[src/hdl/rrbse_pkg.sv]
// ----------------------------------------------------------------------------
// rrbse_pkg
// Shared types and constants of the receive ring buffer with sticky error.
// ----------------------------------------------------------------------------
package rrbse_pkg;

   localparam int DEPTH_DEFAULT = 64;   // ring slots, one always kept empty
   localparam int QUEUE_DEPTH   = 2;    // commands between front and back
   localparam int BYTE_W        = 8;
   localparam int LIMIT_W       = 6;

   typedef enum logic [1:0] {
      CMD_PUSH  = 2'd0,
      CMD_ERROR = 2'd1,
      CMD_READ  = 2'd2,
      CMD_FLUSH = 2'd3
   } cmd_kind_type;

   typedef enum logic [1:0] {
      STATUS_DATA  = 2'd0,
      STATUS_EMPTY = 2'd1,
      STATUS_ERROR = 2'd2
   } status_type;

   typedef struct packed {
      cmd_kind_type        kind;
      logic [BYTE_W-1:0]   byte_val;
      logic [LIMIT_W-1:0]  limit;
   } cmd_type;

   typedef enum logic [1:0] {
      ST_IDLE,
      ST_SINGLE,
      ST_FETCH,
      ST_EMIT
   } back_state_type;

endpackage

[src/hdl/receive_ring_buffer_sticky_error_top.sv]
// ----------------------------------------------------------------------------
// receive_ring_buffer_sticky_error_top
// Byte ring buffer for received serial data with a sticky error flag.
// ----------------------------------------------------------------------------
// Usage:
//   req channel: one request per handshake. tuser carries the mode (push
//   byte, error event, read, flush); tdata carries the byte and read limit.
//   rsp channel: results of read requests only. tuser is the status, tdata
//   the byte, tlast marks the final result of a read.
//   A front stage decodes requests into a two-entry command queue; the back
//   stage owns the ring memory, pointers and error flag.
// Sequencing:
//   push, error event and flush are executed when the back stage pops them.
//   A read pops its command, then for each data byte reads the memory (read
//   port registered), then loads the result register; error and empty reads
//   give one result, loaded from the single-result state after the pop.
//   Requests queue while a read is in progress; tready drops when full.
// Reset: pointers, error flag, queue and result valid clear; ring contents
//   stay undefined until written. When the receiver stalls, hold the
//   result register and the read sequencer waits; the queue keeps filling.
// ----------------------------------------------------------------------------
module receive_ring_buffer_sticky_error_top #(
   parameter int DEPTH = rrbse_pkg::DEPTH_DEFAULT
) (
   input  logic        clock,
   input  logic        reset,
   input  logic        req_tvalid,
   output logic        req_tready,
   input  logic [15:0] req_tdata,   // [7:0] byte_in, [13:8] read_limit, [15:14] zero
   input  logic [1:0]  req_tuser,   // [1:0] mode
   output logic        rsp_tvalid,
   input  logic        rsp_tready,
   output logic [7:0]  rsp_tdata,   // [7:0] data_out
   output logic [1:0]  rsp_tuser,   // [1:0] status
   output logic        rsp_tlast    // last
);
   import rrbse_pkg::*;

   logic       cmd_valid;
   logic       cmd_pop;
   cmd_type    cmd;
   status_type rsp_status;

   // decode and queue requests
   rrbse_front u_front (
      .clock     (clock),
      .reset     (reset),
      .req_valid (req_tvalid),
      .req_ready (req_tready),
      .req_mode  (req_tuser),
      .req_byte  (req_tdata[7:0]),
      .req_limit (req_tdata[13:8]),
      .cmd_valid (cmd_valid),
      .cmd_pop   (cmd_pop),
      .cmd       (cmd)
   );

   // execute commands against the ring
   rrbse_back #(
      .DEPTH (DEPTH)
   ) u_back (
      .clock      (clock),
      .reset      (reset),
      .cmd_valid  (cmd_valid),
      .cmd_pop    (cmd_pop),
      .cmd        (cmd),
      .rsp_valid  (rsp_tvalid),
      .rsp_ready  (rsp_tready),
      .rsp_status (rsp_status),
      .rsp_data   (rsp_tdata),
      .rsp_last   (rsp_tlast)
   );

   assign rsp_tuser = rsp_status;

endmodule

[src/hdl/rrbse_front.sv]
// ----------------------------------------------------------------------------
// rrbse_front
// Accepts requests, decodes the mode into a command and queues it.
// ----------------------------------------------------------------------------
module rrbse_front (
   input  logic                          clock,
   input  logic                          reset,
   input  logic                          req_valid,
   output logic                          req_ready,
   input  logic [1:0]                    req_mode,
   input  logic [rrbse_pkg::BYTE_W-1:0]  req_byte,
   input  logic [rrbse_pkg::LIMIT_W-1:0] req_limit,
   output logic                          cmd_valid,
   input  logic                          cmd_pop,
   output rrbse_pkg::cmd_type            cmd
);
   import rrbse_pkg::*;

   localparam int QPTR_W = (QUEUE_DEPTH > 1) ? $clog2(QUEUE_DEPTH) : 1;
   localparam int QCNT_W = $clog2(QUEUE_DEPTH + 1);

   cmd_type             queue_ff [QUEUE_DEPTH];
   logic [QPTR_W-1:0]   wr_idx_ff, wr_idx_in;
   logic [QPTR_W-1:0]   rd_idx_ff, rd_idx_in;
   logic [QCNT_W-1:0]   count_ff, count_in;
   cmd_type             decoded;
   logic                push;

   always_comb begin
      decoded.kind     = cmd_kind_type'(req_mode);
      decoded.byte_val = req_byte;
      decoded.limit    = req_limit;
   end

   assign req_ready = (count_ff != QCNT_W'(QUEUE_DEPTH));
   assign push      = req_valid && req_ready;
   assign cmd_valid = (count_ff != '0);
   assign cmd       = queue_ff[rd_idx_ff];

   always_comb begin
      wr_idx_in = wr_idx_ff;
      rd_idx_in = rd_idx_ff;
      count_in  = count_ff;
      if (push) begin
         wr_idx_in = (wr_idx_ff == QPTR_W'(QUEUE_DEPTH - 1)) ? '0 : wr_idx_ff + 1'b1;
      end
      if (cmd_pop) begin
         rd_idx_in = (rd_idx_ff == QPTR_W'(QUEUE_DEPTH - 1)) ? '0 : rd_idx_ff + 1'b1;
      end
      if (push && !cmd_pop) begin
         count_in = count_ff + 1'b1;
      end else if (!push && cmd_pop) begin
         count_in = count_ff - 1'b1;
      end
   end

   always_ff @(posedge clock) begin
      if (reset) begin
         wr_idx_ff <= '0;
         rd_idx_ff <= '0;
         count_ff  <= '0;
      end else begin
         wr_idx_ff <= wr_idx_in;
         rd_idx_ff <= rd_idx_in;
         count_ff  <= count_in;
      end
   end

   always_ff @(posedge clock) begin
      if (push) begin
         queue_ff[wr_idx_ff] <= decoded;
      end
   end

endmodule

[src/hdl/rrbse_back.sv]
// ----------------------------------------------------------------------------
// rrbse_back
// Executes queued commands on the byte ring and drives the result register.
// ----------------------------------------------------------------------------
module rrbse_back #(
   parameter int DEPTH = rrbse_pkg::DEPTH_DEFAULT
) (
   input  logic                         clock,
   input  logic                         reset,
   input  logic                         cmd_valid,
   output logic                         cmd_pop,
   input  rrbse_pkg::cmd_type           cmd,
   output logic                         rsp_valid,
   input  logic                         rsp_ready,
   output rrbse_pkg::status_type        rsp_status,
   output logic [rrbse_pkg::BYTE_W-1:0] rsp_data,
   output logic                         rsp_last
);
   import rrbse_pkg::*;

   localparam int PTR_W = (DEPTH > 1) ? $clog2(DEPTH) : 1;

   logic [BYTE_W-1:0]   mem_ff [DEPTH];
   logic [BYTE_W-1:0]   mem_rdata_ff;
   logic [PTR_W-1:0]    wr_ptr_ff, wr_ptr_in;
   logic [PTR_W-1:0]    rd_ptr_ff, rd_ptr_in;
   logic                error_ff, error_in;
   back_state_type      state_ff, state_in;
   logic [LIMIT_W-1:0]  limit_ff;
   logic [LIMIT_W-1:0]  count_ff;
   logic                last_ff;
   status_type          single_ff;
   logic                rsp_valid_ff;
   status_type          rsp_status_ff;
   logic [BYTE_W-1:0]   rsp_data_ff;
   logic                rsp_last_ff;

   logic                out_free;
   logic                rsp_load;
   logic                is_read;
   logic                ring_empty;
   logic                ring_full;
   logic [PTR_W-1:0]    wr_next;
   logic [PTR_W-1:0]    rd_next;
   logic                do_write;

   function automatic logic [PTR_W-1:0] advance(input logic [PTR_W-1:0] p);
      advance = (p == PTR_W'(DEPTH - 1)) ? '0 : p + 1'b1;
   endfunction

   assign wr_next    = advance(wr_ptr_ff);
   assign rd_next    = advance(rd_ptr_ff);
   assign ring_empty = (rd_ptr_ff == wr_ptr_ff);
   assign ring_full  = (wr_next == rd_ptr_ff);
   assign out_free   = !rsp_valid_ff || rsp_ready;
   assign is_read    = cmd_valid && (cmd.kind == CMD_READ);

   // next state
   always_comb begin
      state_in = state_ff;
      unique case (state_ff)
         ST_IDLE: begin
            if (is_read) begin
               if (error_ff || ring_empty || (cmd.limit == '0)) begin
                  state_in = ST_SINGLE;
               end else begin
                  state_in = ST_FETCH;
               end
            end
         end
         ST_SINGLE: begin
            if (out_free) state_in = ST_IDLE;
         end
         ST_FETCH: state_in = ST_EMIT;
         ST_EMIT: begin
            if (out_free) state_in = last_ff ? ST_IDLE : ST_FETCH;
         end
      endcase
   end

   // outputs of the sequencer
   always_comb begin
      cmd_pop  = (state_ff == ST_IDLE) && cmd_valid;
      rsp_load = ((state_ff == ST_SINGLE) || (state_ff == ST_EMIT)) && out_free;
   end

   always_comb begin
      wr_ptr_in = wr_ptr_ff;
      rd_ptr_in = rd_ptr_ff;
      error_in  = error_ff;
      do_write  = 1'b0;
      if (cmd_pop) begin
         unique case (cmd.kind)
            CMD_PUSH: begin
               if (ring_full) begin
                  error_in = 1'b1;
               end else if (!error_ff) begin
                  do_write  = 1'b1;
                  wr_ptr_in = wr_next;
               end
            end
            CMD_ERROR: error_in = 1'b1;
            CMD_FLUSH: rd_ptr_in = wr_ptr_ff;
            CMD_READ: begin
               if (error_ff) begin
                  rd_ptr_in = wr_ptr_ff;
                  error_in  = 1'b0;
               end
            end
         endcase
      end else if (state_ff == ST_FETCH) begin
         rd_ptr_in = rd_next;
      end
   end

   always_ff @(posedge clock) begin
      if (reset) begin
         state_ff     <= ST_IDLE;
         wr_ptr_ff    <= '0;
         rd_ptr_ff    <= '0;
         error_ff     <= 1'b0;
         rsp_valid_ff <= 1'b0;
      end else begin
         state_ff  <= state_in;
         wr_ptr_ff <= wr_ptr_in;
         rd_ptr_ff <= rd_ptr_in;
         error_ff  <= error_in;
         if (rsp_load) begin
            rsp_valid_ff <= 1'b1;
         end else if (rsp_ready) begin
            rsp_valid_ff <= 1'b0;
         end
      end
   end

   // ring memory: one write port, one registered read port
   always_ff @(posedge clock) begin
      if (do_write) begin
         mem_ff[wr_ptr_ff] <= cmd.byte_val;
      end
      if (state_ff == ST_FETCH) begin
         mem_rdata_ff <= mem_ff[rd_ptr_ff];
      end
   end

   // read bookkeeping and result payload
   always_ff @(posedge clock) begin
      if (cmd_pop && (cmd.kind == CMD_READ)) begin
         limit_ff  <= cmd.limit;
         count_ff  <= '0;
         single_ff <= error_ff ? STATUS_ERROR : STATUS_EMPTY;
      end
      if (state_ff == ST_FETCH) begin
         count_ff <= count_ff + 1'b1;
         last_ff  <= (rd_next == wr_ptr_ff) ||
                     ({1'b0, count_ff} + 1'b1 == {1'b0, limit_ff});
      end
      if (rsp_load) begin
         if (state_ff == ST_SINGLE) begin
            rsp_status_ff <= single_ff;
            rsp_data_ff   <= '0;
            rsp_last_ff   <= 1'b1;
         end else begin
            rsp_status_ff <= STATUS_DATA;
            rsp_data_ff   <= mem_rdata_ff;
            rsp_last_ff   <= last_ff;
         end
      end
   end

   assign rsp_valid  = rsp_valid_ff;
   assign rsp_status = rsp_status_ff;
   assign rsp_data   = rsp_data_ff;
   assign rsp_last   = rsp_last_ff;

endmodule

[config.mk]
export PLATFORM = sky130hd
export DESIGN_NAME = receive_ring_buffer_sticky_error_top
export DESIGN_NICKNAME = d
export VERILOG_FILES = /design/src/hdl/rrbse_pkg.sv /design/src/hdl/receive_ring_buffer_sticky_error_top.sv /design/src/hdl/rrbse_front.sv /design/src/hdl/rrbse_back.sv
export SDC_FILE = /design/constraint.sdc
export NUM_CORES = 1
export LEC_CHECK = 0
export BUFFER_PORTS_ARGS = -buffer_cell sky130_fd_sc_hd__buf_4
export CORE_ASPECT_RATIO = 2
export CORE_MARGIN = 3
export CORE_UTILIZATION = 50
export CTS_CLUSTER_DIAMETER = 200
export CTS_CLUSTER_SIZE = 12
export DETAILED_ROUTE_END_ITERATION = 7
export HOLD_SLACK_MARGIN = 0.05
export PLACE_DENSITY_LB_ADDON = 0.3
export SYNTH_ARGS = -nofsm -noshare
export SYNTH_HDL_FRONTEND = slang
export SYNTH_SLANG_ARGS = --single-unit
[constraint.sdc]
create_clock -name clock -period 5.5 [get_ports clock]
set_input_delay 0.55 -clock clock [delete_from_list [all_inputs] [get_ports clock]]
set_output_delay 0.55 -clock clock [all_outputs]
set_load 0.05 [all_outputs]
==> results of run 1 <==
-- synthesized netlist by cell type (3+ instances only) --
cell type | count | share of area
o31ai_1 | 5 | 0.0016
clkbuf_1 | 24 | 0.0038
xor2_1 | 14 | 0.0051
nand3b_1 | 3 | 0.00095
xnor2_1 | 13 | 0.0048
inv_1 | 11 | 0.0017
nor2_1 | 95 | 0.015
and3_1 | 4 | 0.0011
mux2_2 | 21 | 0.0099
a21oi_1 | 16 | 0.0034
a31oi_1 | 3 | 0.00079
buf_4 | 4 | 0.0013
ha_1 | 4 | 0.0021
dfxtp_1 | 21 | 0.018
nor4_1 | 11 | 0.0029
mux4_2 | 160 | 0.15
edfxtp_1 | 578 | 0.73
nand2b_1 | 10 | 0.0026
o21ai_0 | 17 | 0.0036
o22ai_1 | 11 | 0.0029
and2_1 | 11 | 0.0029
nand4b_2 | 3 | 0.0019
nand4_1 | 8 | 0.0021
buf_1 | 8 | 0.0013
nand2_1 | 26 | 0.0041
nor2b_1 | 6 | 0.0016
mux2i_1 | 7 | 0.0029
nand3_1 | 12 | 0.0025
buf_2 | 27 | 0.0057
-- routing by layer --
metal / share of wire / up-vias
li1: - / 4885
met1: 0.33 / 5896
met2: 0.58 / 340
met3: 0.040 / 98
met4: 0.053 / 0
met5: 0 / -
-- cell families (layout without fill, tap and decap cells) --
| logic type | Yosys count | after routing | share of synthesized area |
|---|---|---|---|
| simple gates | 203 | 203 | 0.0426 |
| fa+ha+maj | 4 | 4 | 0.00210 |
| mux | 190 | 190 | 0.165 |
| compound gates | 72 | 72 | 0.0192 |
| xor+xnor | 27 | 27 | 0.00993 |
| buf+inv | 76 | 147 | 0.0144 |
| flops | 599 | 599 | 0.746 |
-- where the power goes --
| part | switching [uW] | internal, uW | leakage [uW] | total (uW) |
|---|---|---|---|---|
| Sequential | 89.9 | 5510 | 0.00538 | 5600 |
| Combinational | 1420 | 985 | 0.00190 | 2410 |
| Clock | 1510 | 1850 | 0.000727 | 3350 |
-- cells in the final DEF, fill, tap and decap left out, types with 13 or more instances in the layout --
cell / synthesis / layout
a21oi_1: 16 / 16
buf_4: 4 / 55
clkbuf_1: 24 / 22
clkbuf_16: 0 / 56
dfxtp_1: 21 / 18
edfxtp_1: 578 / 578
mux2_2: 21 / 21
mux4_2: 160 / 160
nand2_1: 26 / 26
nor2_1: 95 / 95
o21ai_0: 17 / 17
xnor2_1: 13 / 13
xor2_1: 14 / 14
-- registers in the layout, indices dropped and copies added (netlist names), 6 cells and up, named ones only --
name                 count
u_back.rsp_data          8
u_back.wr_ptr_ff         6
u_back.mem_rdata_ff      8
u_back.rd_ptr_ff         6
u_front.queue_ff        32
u_back.count_ff          6
u_back.mem_ff          512
u_back.limit_ff          6
-- worst max path at each step --
stage	startpoint	endpoint	slack [ns]	cells past startpoint
floorplan	flop	u_back.mem_ff[24][0]	2.61	6
global placement	u_back.wr_ptr_ff[0]	u_back.mem_ff[30][5]	1.38	7
detailed placement	u_back.wr_ptr_ff[0]	u_back.mem_ff[30][5]	1.25	7
CTS	u_back.wr_ptr_ff[0]	u_back.mem_ff[30][0]	1.23	7
global route	u_back.wr_ptr_ff[0]	u_back.mem_ff[30][2]	1.06	7
finish	u_back.wr_ptr_ff[0]	u_back.mem_ff[30][0]	1.27	7
-- per-stage QoR --
stage / total power, uW / utilization / cell area (sq um)
6_report: 11400 / 0.560 / 26300
5_1_grt: 11800 / 0.560 / 26300
4_1_cts: 11500 / 0.560 / 26300
3_5_place_dp: 8150 / 0.528 / 24800
3_3_place_gp: 8090 / 0.528 / 24800
2_1_floorplan: 7400 / - / 23800
-- cell type report --
type                            instances  share of cell area
Sequential cell                       599               0.677
Multi-Input combinational cell        496               0.218
Clock buffer                           78              0.0565
Tap cell                              627              0.0299
Timing Repair Buffer                   56              0.0165
Inverter                               11             0.00157
Clock inverter                          2            0.000952
==> run metrics, run 1 <==
RSZ-0062 raised after global routing no; Cells after Synth about 1200; Slew Limit Headroom 0.176; crit end category flop; FF-to-FF End u_back.mem_ff[30][0]; Cell Area, Synth 0.0238 sq mm; ratio of cells with drive above 1 in the final layout 0.252; Hold Vio Cnt, Final 0; vias per cell around 6.0; FF+latch count, synth between 500 and 600; CTS root buf clkbuf_16; CTS buffer count 55; crit-path cells ha_1 -> a21oi_1 -> or3_1 -> nand4_1 -> or4_1 -> nand2_1 -> nor4_2; die area roughly 0.050 sq mm; Tcrit/Tclk final 0.768; post-synth cell types 57; Die X between 150 and 200 um; postcts setup bufs 0; gpl congestion ~0.84; sequential cell area approximately 0.018 sq mm; status finished, final reports clean; maxcap violations 0; CTS H-tree lvls 2; # port buffers 32; CTS tree done; final worst slack ~1.3 ns; CP delay by family, top simple AND/OR/NAND/NOR gates; count of final max-slew check failures 0; Starting Density 0.507; Async S/R FF share, synth 0; hold crit path type input pin to flop; number of antenna diodes 0; routing usage on met1 0.220; gr usage total 0.204; CP max FO 17; worst-case clock skew a little under 0.02 ns; Skew-Pair Late Insertion Delay ~0.6 ns; Post-layout nets 1245; Worst Reg-to-Reg Cells 7; EDFF count, synth 578; pin count of the biggest net entering global routing between 90 and 100; vias approximately 11000; vias in the first global route 11800; gr ovfl total 0; Max Clock Freq around 240 MHz; CP max stage delay 1.00 ns; Hold Crit Endpoint u_front.queue_ff[1][15]; Hold Buf Count CTS 0; Pwr per Cell Area around 430 mW/mm^2; CTS max path bufs 3; Worst VDD drop approximately 0.35 mV; prevailing post-synth register cell edfxtp_1; Leak approximately 0.0080 uW; first-pass GRT wire length between 70000 and 80000 um; critical path data required time around 5.7 ns; slowest stage cell, crit path nor4_2; met3 GRT Util 0.0215; Num Clock Sinks around 600; r2r setup slk ~1.3 ns; fin crit period 4.23 ns; hold_sp req_tuser[1]; drc violations 0; Die Y-Extent 315 um; routed len/inst between 20 and 30 um; Post-CTS Resized 0; CP Class flop to flop; post-layout instance count excluding filler cells between 1500 and 2000; Top Usage Layer GRT met2; FP Rows 112; Detailed Route Iter0 Violations 1018; Syn Nets approximately 1200; FILL cells ~3400; # IOs 35; Post-Route Setup TNS 0 ns; First-pass DRT Iterations 5; register area share after synthesis 0.746; mean post-synth cell area 20.3 sq um; Worst Hold Slack approximately 0.15 ns; Total Wirelength slightly above 50000 um; Crit Reg-Reg Startpoint u_back.wr_ptr_ff[0]; core area ~0.047 sq mm; placed instance count ~1800; area of the multi-input gates between 0.005 and 0.006 sq mm; pre-CTS setup slack 1.25 ns; Detail Route Antenna Nets 0; Critical Path AT 4.43 ns; Worst-path clk slew roughly 0.070 ns; Ys Warns 0; Syn-to-layout area delta 10.3%; Bufs and invs on worst path 0; type of origin of the critical path flop; worst hold path depth 1; Slew @ Worst Pin between 1 and 1.5 ns; initial antenna violation count 0; final setup fails 0; GR Util met2 0.394; post-DP HPWL ~34000 um
No activity file was read; power rests on OpenSTA's default activity.
==> run 2: changes to the inputs <==
clock period = 4.2 ns   (was 5.5 ns; I/O delays follow)
==> run 2 against run 1 <==
Sequential power is 31% higher. Count of clock-buffer cells in the layout is 10 higher. Register-to-register slack worse by 0.54 ns. Power is 32% higher.
==> run metrics, run 2 (synthesized netlist as in run 1, its figures left out) <==
die area 0.0504 sq mm; Worst Reg-to-Reg Cells 8; Detailed Route Iter0 Violations roughly 900; routed len/inst 26.8 um; FF-to-FF End u_back.mem_ff[59][0]; hold crit path type input pin to flop; core area around 0.047 sq mm; switching share of power 0.268; first-pass GRT wire length approximately 77000 um; vias 11300; CP max FO 10; post-layout instance count excluding filler cells 1910; gr usage total 0.207; crit end category flop; # port buffers 32; gpl congestion about 0.82; pin count of the biggest net entering global routing between 100 and 150; Die X 160 um; Most flops, register u_back.mem_ff; Syn-to-layout area delta 11.6%; vias per cell between 5 and 6; Detail Route Antenna Nets 0; vias in the first global route about 12000; Worst Setup SP u_back.wr_ptr_ff[0]; internal power about 11000 uW; postcts setup bufs 0; CP Class flop to flop; Max Clock Freq roughly 290 MHz; Critical Path AT 3.67 ns; RSZ-0062 raised after global routing no; Worst VDD drop approximately 0.36 mV; FP Rows about 110; Post-Route Setup TNS 0 ns; status finished, final reports clean; Slew @ Worst Pin 1.29 ns; Total Wirelength about 51000 um; First-pass DRT Iterations 5; placed instance count approximately 1800; drc violations 0; Worst-path clk slew roughly 0.080 ns; Tcrit/Tclk final 0.825; CTS tree done; Die Y-Extent ~310 um; Leak slightly above 0.008 uW; fin crit period between 3 and 4 ns; CTS max path bufs 3; Switching Power about 4000 uW; Skew-Pair Late Insertion Delay around 0.60 ns; r2r setup slk about 0.74 ns; Logic pwr share 0.215; Pwr per Cell Area around 560 mW/mm^2; FILL cells 3412; Hold Vio Cnt, Final 0; biggest regs u_back.mem_ff: 512 flops, u_front.queue_ff: 32 flops; gr ovfl total 0; CP endpoint u_back.mem_ff[59][0]; sequential power share 0.489; worst hold path depth 1; worst-case clock skew 0.0212 ns; # IOs 35; maxcap violations 0; count of final max-slew check failures 0; sequential cell area approximately 0.018 sq mm; most frequent cells in the layout edfxtp_1, mux4_2, nor2_1, buf_4, clkbuf_16; Clk network pwr share 0.295; type of origin of the critical path flop; Num Clock Sinks roughly 600; Largest register FFs roughly 510; initial antenna violation count 1; Crit Reg-Reg Startpoint u_back.wr_ptr_ff[0]; post-DP HPWL about 34000 um; CTS H-tree lvls 2; area of the multi-input gates 0.00572 sq mm; CTS buffer count between 50 and 60; final setup fails 0; critical path data required time between 4 and 5 ns; Post-layout nets around 1300; Slew Limit Headroom 0.138; most common cell after layout, fill and taps aside edfxtp_1; ratio of cells with drive above 1 in the final layout 0.256; number of antenna diodes 0; Starting Density 0.507; CTS root buf clkbuf_16
run 2: cell types whose count changed in the layout (fill, tap and decap cells not counted):
cell	change
clkbuf_16	-1
buf_4	+15
clkbuf_1	+11
clkinv_8	-1
buf_12	+2
dlygate4sd3_1	+15
run 2: per-layer routing:
| layer | wire (um) | vias up | GRT usage | share of wire |
|---|---|---|---|---|
| met5 | 12 | - | 0 | 0.00023 |
| met4 | 2810 | 2 | 0.105 | 0.055 |
| met3 | 2360 | 114 | 0.0273 | 0.046 |
| met1 | 16300 | 5851 | 0.216 | 0.32 |
| met2 | 29700 | 361 | 0.401 | 0.58 |
| li1 | - | 4948 | - | - |
run 2: worst max-delay path: stages, from the launching register on:
cell	delay, ns
dfxtp_1	0.54
ha_1	0.37
a21oi_1	0.11
or3_1	0.36
nand4_1	0.09
or4_1	0.33
buf_4	0.26
nand3_2	0.31
nor2_1	0.70
run 2: power by group through the flow:
stage | Sequential [uW] | Clock (uW) | Combinational [uW]
5_1_grt | 7340 | 4730 | 3460
6_report | 7320 | 4420 | 3220
2_1_floorplan | 7500 | 0 | 2190
3_5_place_dp | 7450 | 0 | 3280
4_1_cts | 7320 | 4510 | 3290
3_3_place_gp | 7440 | 0 | 3190
run 2: metrics by stage:
step	power, uW	utilization	worst slack, ns	cell area, sq um	hold WS [ns]
finish	15000	0.566	0.736	26600	0.0759
detailed placement	10700	0.531	0.728	24900	0.505
floorplan	9680	-	1.31	23800	0.439
global route	15500	0.566	0.457	26600	0.0601
global placement	10600	0.531	0.741	24900	0.488
CTS	15100	0.566	0.675	26600	0.0519
run 2: timing repair:
item	in CTS	in global routing
hold endpoints to repair	29	0
gates resized for setup	0	0
hold buffers	15	0
run 2: layout make-up:
class / count / share of cell area
Clock inverter: 1 / 0.000330
Multi-Input combinational cell: 496 / 0.215
Clock buffer: 88 / 0.0564
Timing Repair Buffer: 88 / 0.0277
Inverter: 11 / 0.00155
Tap cell: 627 / 0.0295
Sequential cell: 599 / 0.669
run 2: worst min-delay path by stage:
stage | from | endpoint | slack, ns
detailed placement | u_back.mem_rdata_ff[5] | u_back.rsp_data[5] | 0.50
floorplan | u_back.last_ff | u_back.state_ff[1] | 0.44
global placement | u_front.count_ff[1] | u_front.count_ff[1] | 0.49
global route | req_tdata[9] | u_front.queue_ff[1][1] | 0.06
CTS | req_tdata[9] | u_front.queue_ff[1][1] | 0.05
finish | req_tdata[9] | u_front.queue_ff[0][1] | 0.08
==> run 3: changes to the inputs <==
ABC_AREA = 1   (was not set)
clock period = 3.4 ns   (was 4.2 ns; I/O delays follow)
==> run 3 against run 2 <==
Design area is 3.3% higher. Synthesized cell count increased by 70%. Routed wire length rose by 20%. Clock power up 24%. Die area up 2.4%. Sequential cell count unchanged. Critical endpoint is now u_back.mem_ff[45][3]. Highest routed layer is now met4.
==> run metrics, run 3 <==
status finished, final reports clean; crit end category flop; post-synth cell types 39; most numerous cell in the Yosys netlist edfxtp_1; FF+latch count, synth approximately 600; CP Class flop to flop; hold crit path type input pin to flop; Hold Vio Cnt, Final 0; CP max stage delay around 0.6 ns; internal power 13500 uW; final worst slack ~0.43 ns; Leak ~0.0093 uW; vias in the first global route 16000; Async S/R FF share, synth 0; Critical Path AT around 3.3 ns; slowest stage cell, crit path dfxtp_1; Synth area leaders edfxtp_1, nor2_1, o21ai_0, nand2_1, o211ai_1; postcts setup bufs 0; Cells after Synth 1985; Hold Buf Count CTS 18; core area between 0.04 and 0.05 sq mm; Detail Route Antenna Nets 0; area of the multi-input gates between 0.005 and 0.006 sq mm; CTS tree done; CTS root buf clkbuf_16; Detailed Route Iter0 Violations 1609; vias per cell 5.83; Total Wirelength just over 60000 um; Largest register FFs roughly 510; Bufs and invs on worst path 2; switching share of power 0.340; Max Clock Freq roughly 340 MHz; pre-CTS setup slack roughly 0.53 ns; EDFF count, synth 578; Die X approximately 160 um; final setup fails 0; Starting Density 0.509; Crit Reg-Reg Startpoint u_back.wr_ptr_ff[1]; register area share after synthesis 0.729; number of antenna diodes 0; biggest regs u_back.mem_ff: 512 flops, u_front.queue_ff: 32 flops; Die Y-Extent between 300 and 400 um; Tcrit/Tclk final 0.873; initial antenna violation count 0; critical path data required time approximately 3.7 ns; drc violations 0; hold_sp req_tvalid; Cell Area, Synth about 0.024 sq mm; most frequent cells in the layout edfxtp_1, nor2_1, o21ai_0, nand2_1, buf_4; CTS max path bufs 3; prevailing post-synth register cell edfxtp_1; Ys Warns 0; gpl congestion about 0.91; post-layout instance count excluding filler cells about 2700; First-pass DRT Iterations 7; gr ovfl total 0; Pwr per Cell Area 746 mW/mm^2; Post-layout nets about 2100; Syn Nets slightly above 2000; post-DP HPWL 38000 um; Worst VDD drop between 0.4 and 0.5 mV; FILL cells between 3000 and 4000; post-synth top area cell edfxtp_1; Post-Route Setup TNS 0 ns; # IOs 35; Commonest cells post-synth edfxtp_1, nor2_1, o21ai_0, nand2_1, nand3_1; sequential power share 0.457; placed instance count roughly 2600; Worst-path clk slew approximately 0.070 ns; Num Clock Sinks 599; Slew @ Worst Pin approximately 1.1 ns; Most flops, register u_back.mem_ff; Slew Limit Headroom 0.260; Syn-to-layout area delta 12.5%; Clk network pwr share 0.268; FP Rows 113; Skew-Pair Late Insertion Delay about 0.60 ns; Switching Power approximately 7000 uW; gr usage total 0.235; worst-case clock skew between 0.02 and 0.025 ns; most prevalent standard cell on the critical path nand2_1; RSZ-0062 raised after global routing no; Logic pwr share 0.275; Post-CTS Resized 0; vias 15900; CTS buffer count 55; Worst Setup SP u_back.wr_ptr_ff[1]; pin count of the biggest net entering global routing 130; CTS H-tree lvls 2; most common cell after layout, fill and taps aside edfxtp_1; routed len/inst 22.4 um; die area approximately 0.052 sq mm; maxcap violations 0; sequential cell area ~0.018 sq mm; crit-path cells ha_1 -> nand2_1 -> nor2_2 -> nand2_1 -> nand2_1 -> nand2_1 -> nand2_1 -> nor2_2 -> nand3_4 -> nand4_4 -> buf_4 -> nor3_1 -> buf_4; first-pass GRT wire length ~90000 um; type of origin of the critical path flop; mean post-synth cell area 12.3 sq um; CP max FO 16; CP delay by family, top simple AND/OR/NAND/NOR gates; # port buffers 32; ratio of cells with drive above 1 in the final layout 0.110; Yosys top cell area share 0.711; count of final max-slew check failures 0; fin crit period 2.97 ns
-- run 3: changes by cell type in the layout (fill, tap and decap cells not counted), moves of 11 or more --
cell / previous run / this run
o22ai_1: 11 / 65
buf_4: 70 / 132
inv_1: 11 / 63
nand3_1: 12 / 79
o21ai_0: 17 / 283
and2_1: 11 / 0
mux4_2: 160 / 0
nand2_1: 26 / 167
a21oi_1: 16 / 30
o211ai_1: 0 / 60
nor3_1: 2 / 33
nor2_1: 95 / 397
mux2_2: 21 / 8
-- run 3: area by class of cell --
type / count / area share
clock buffer: 80 / 0.0551
inverter: 71 / 0.0101
multi-input combinational: 1195 / 0.212
sequential: 599 / 0.648
tap: 632 / 0.0288
timing repair buffer: 155 / 0.0463
-- run 3: stage by stage --
step / hold slack (ns) / util / area (sq um) / total power (uW)
floorplan: 0.409 / - / 24400 / 12900
global placement: 0.435 / 0.537 / 25800 / 14900
detailed placement: 0.450 / 0.537 / 25800 / 15100
CTS: 0.138 / 0.573 / 27500 / 20500
global route: 0.192 / 0.573 / 27500 / 21300
finish: 0.171 / 0.573 / 27500 / 20500
-- run 3: routing by layer --
layer | wire, um | up-vias | GRT usage
li1 | - | 7339 | -
met1 | 21700 | 7732 | 0.263
met3 | 3450 | 200 | 0.0279
met2 | 32100 | 651 | 0.428
met4 | 3890 | 0 | 0.132
met5 | 0 | - | 0
-- run 3: cells by family (layout without fill, tap and decap cells) --
| group | count (synthesis) | after routing | share of synthesized area |
|---|---|---|---|
| mux | 8 | 8 | 0.00369 |
| flops | 599 | 599 | 0.729 |
| xor+xnor | 17 | 17 | 0.00610 |
| buf+inv | 191 | 306 | 0.0330 |
| compound gates | 449 | 449 | 0.103 |
| simple gates | 717 | 717 | 0.124 |
| fa+ha+maj | 4 | 4 | 0.00205 |
-- run 3: worst register-to-register path, delay by kind of cell, from the launching register on --
family / cells / cell delay [ns]
AND/OR/NAND/NOR: 10 / 1.26
flip-flops: 1 / 0.60
buffers and inverters: 2 / 0.51
adder cells (fa/ha/maj): 1 / 0.28
-- run 3: power groups by stage --
| stage | clock, uW | sequential [uW] | combinational (uW) |
|---|---|---|---|
| final | 5500 | 9370 | 5630 |
| after global routing | 5870 | 9390 | 6070 |
| after CTS | 5600 | 9360 | 5580 |
| after detailed placement | 0 | 9510 | 5540 |
| after global placement | 0 | 9500 | 5430 |
| after floorplan | 0 | 9420 | 3460 |
-- run 3: final timing paths --
path | end | slack, ns | depth (start not counted)
worst min-delay path | u_front.wr_idx_ff | 0.17 | 4
worst min register to register | u_front.rd_idx_ff | 0.46 | 1
worst max-delay path | u_back.mem_ff[45][3] | 0.43 | 13
worst max register to register | u_back.mem_ff[45][3] | 0.43 | 13
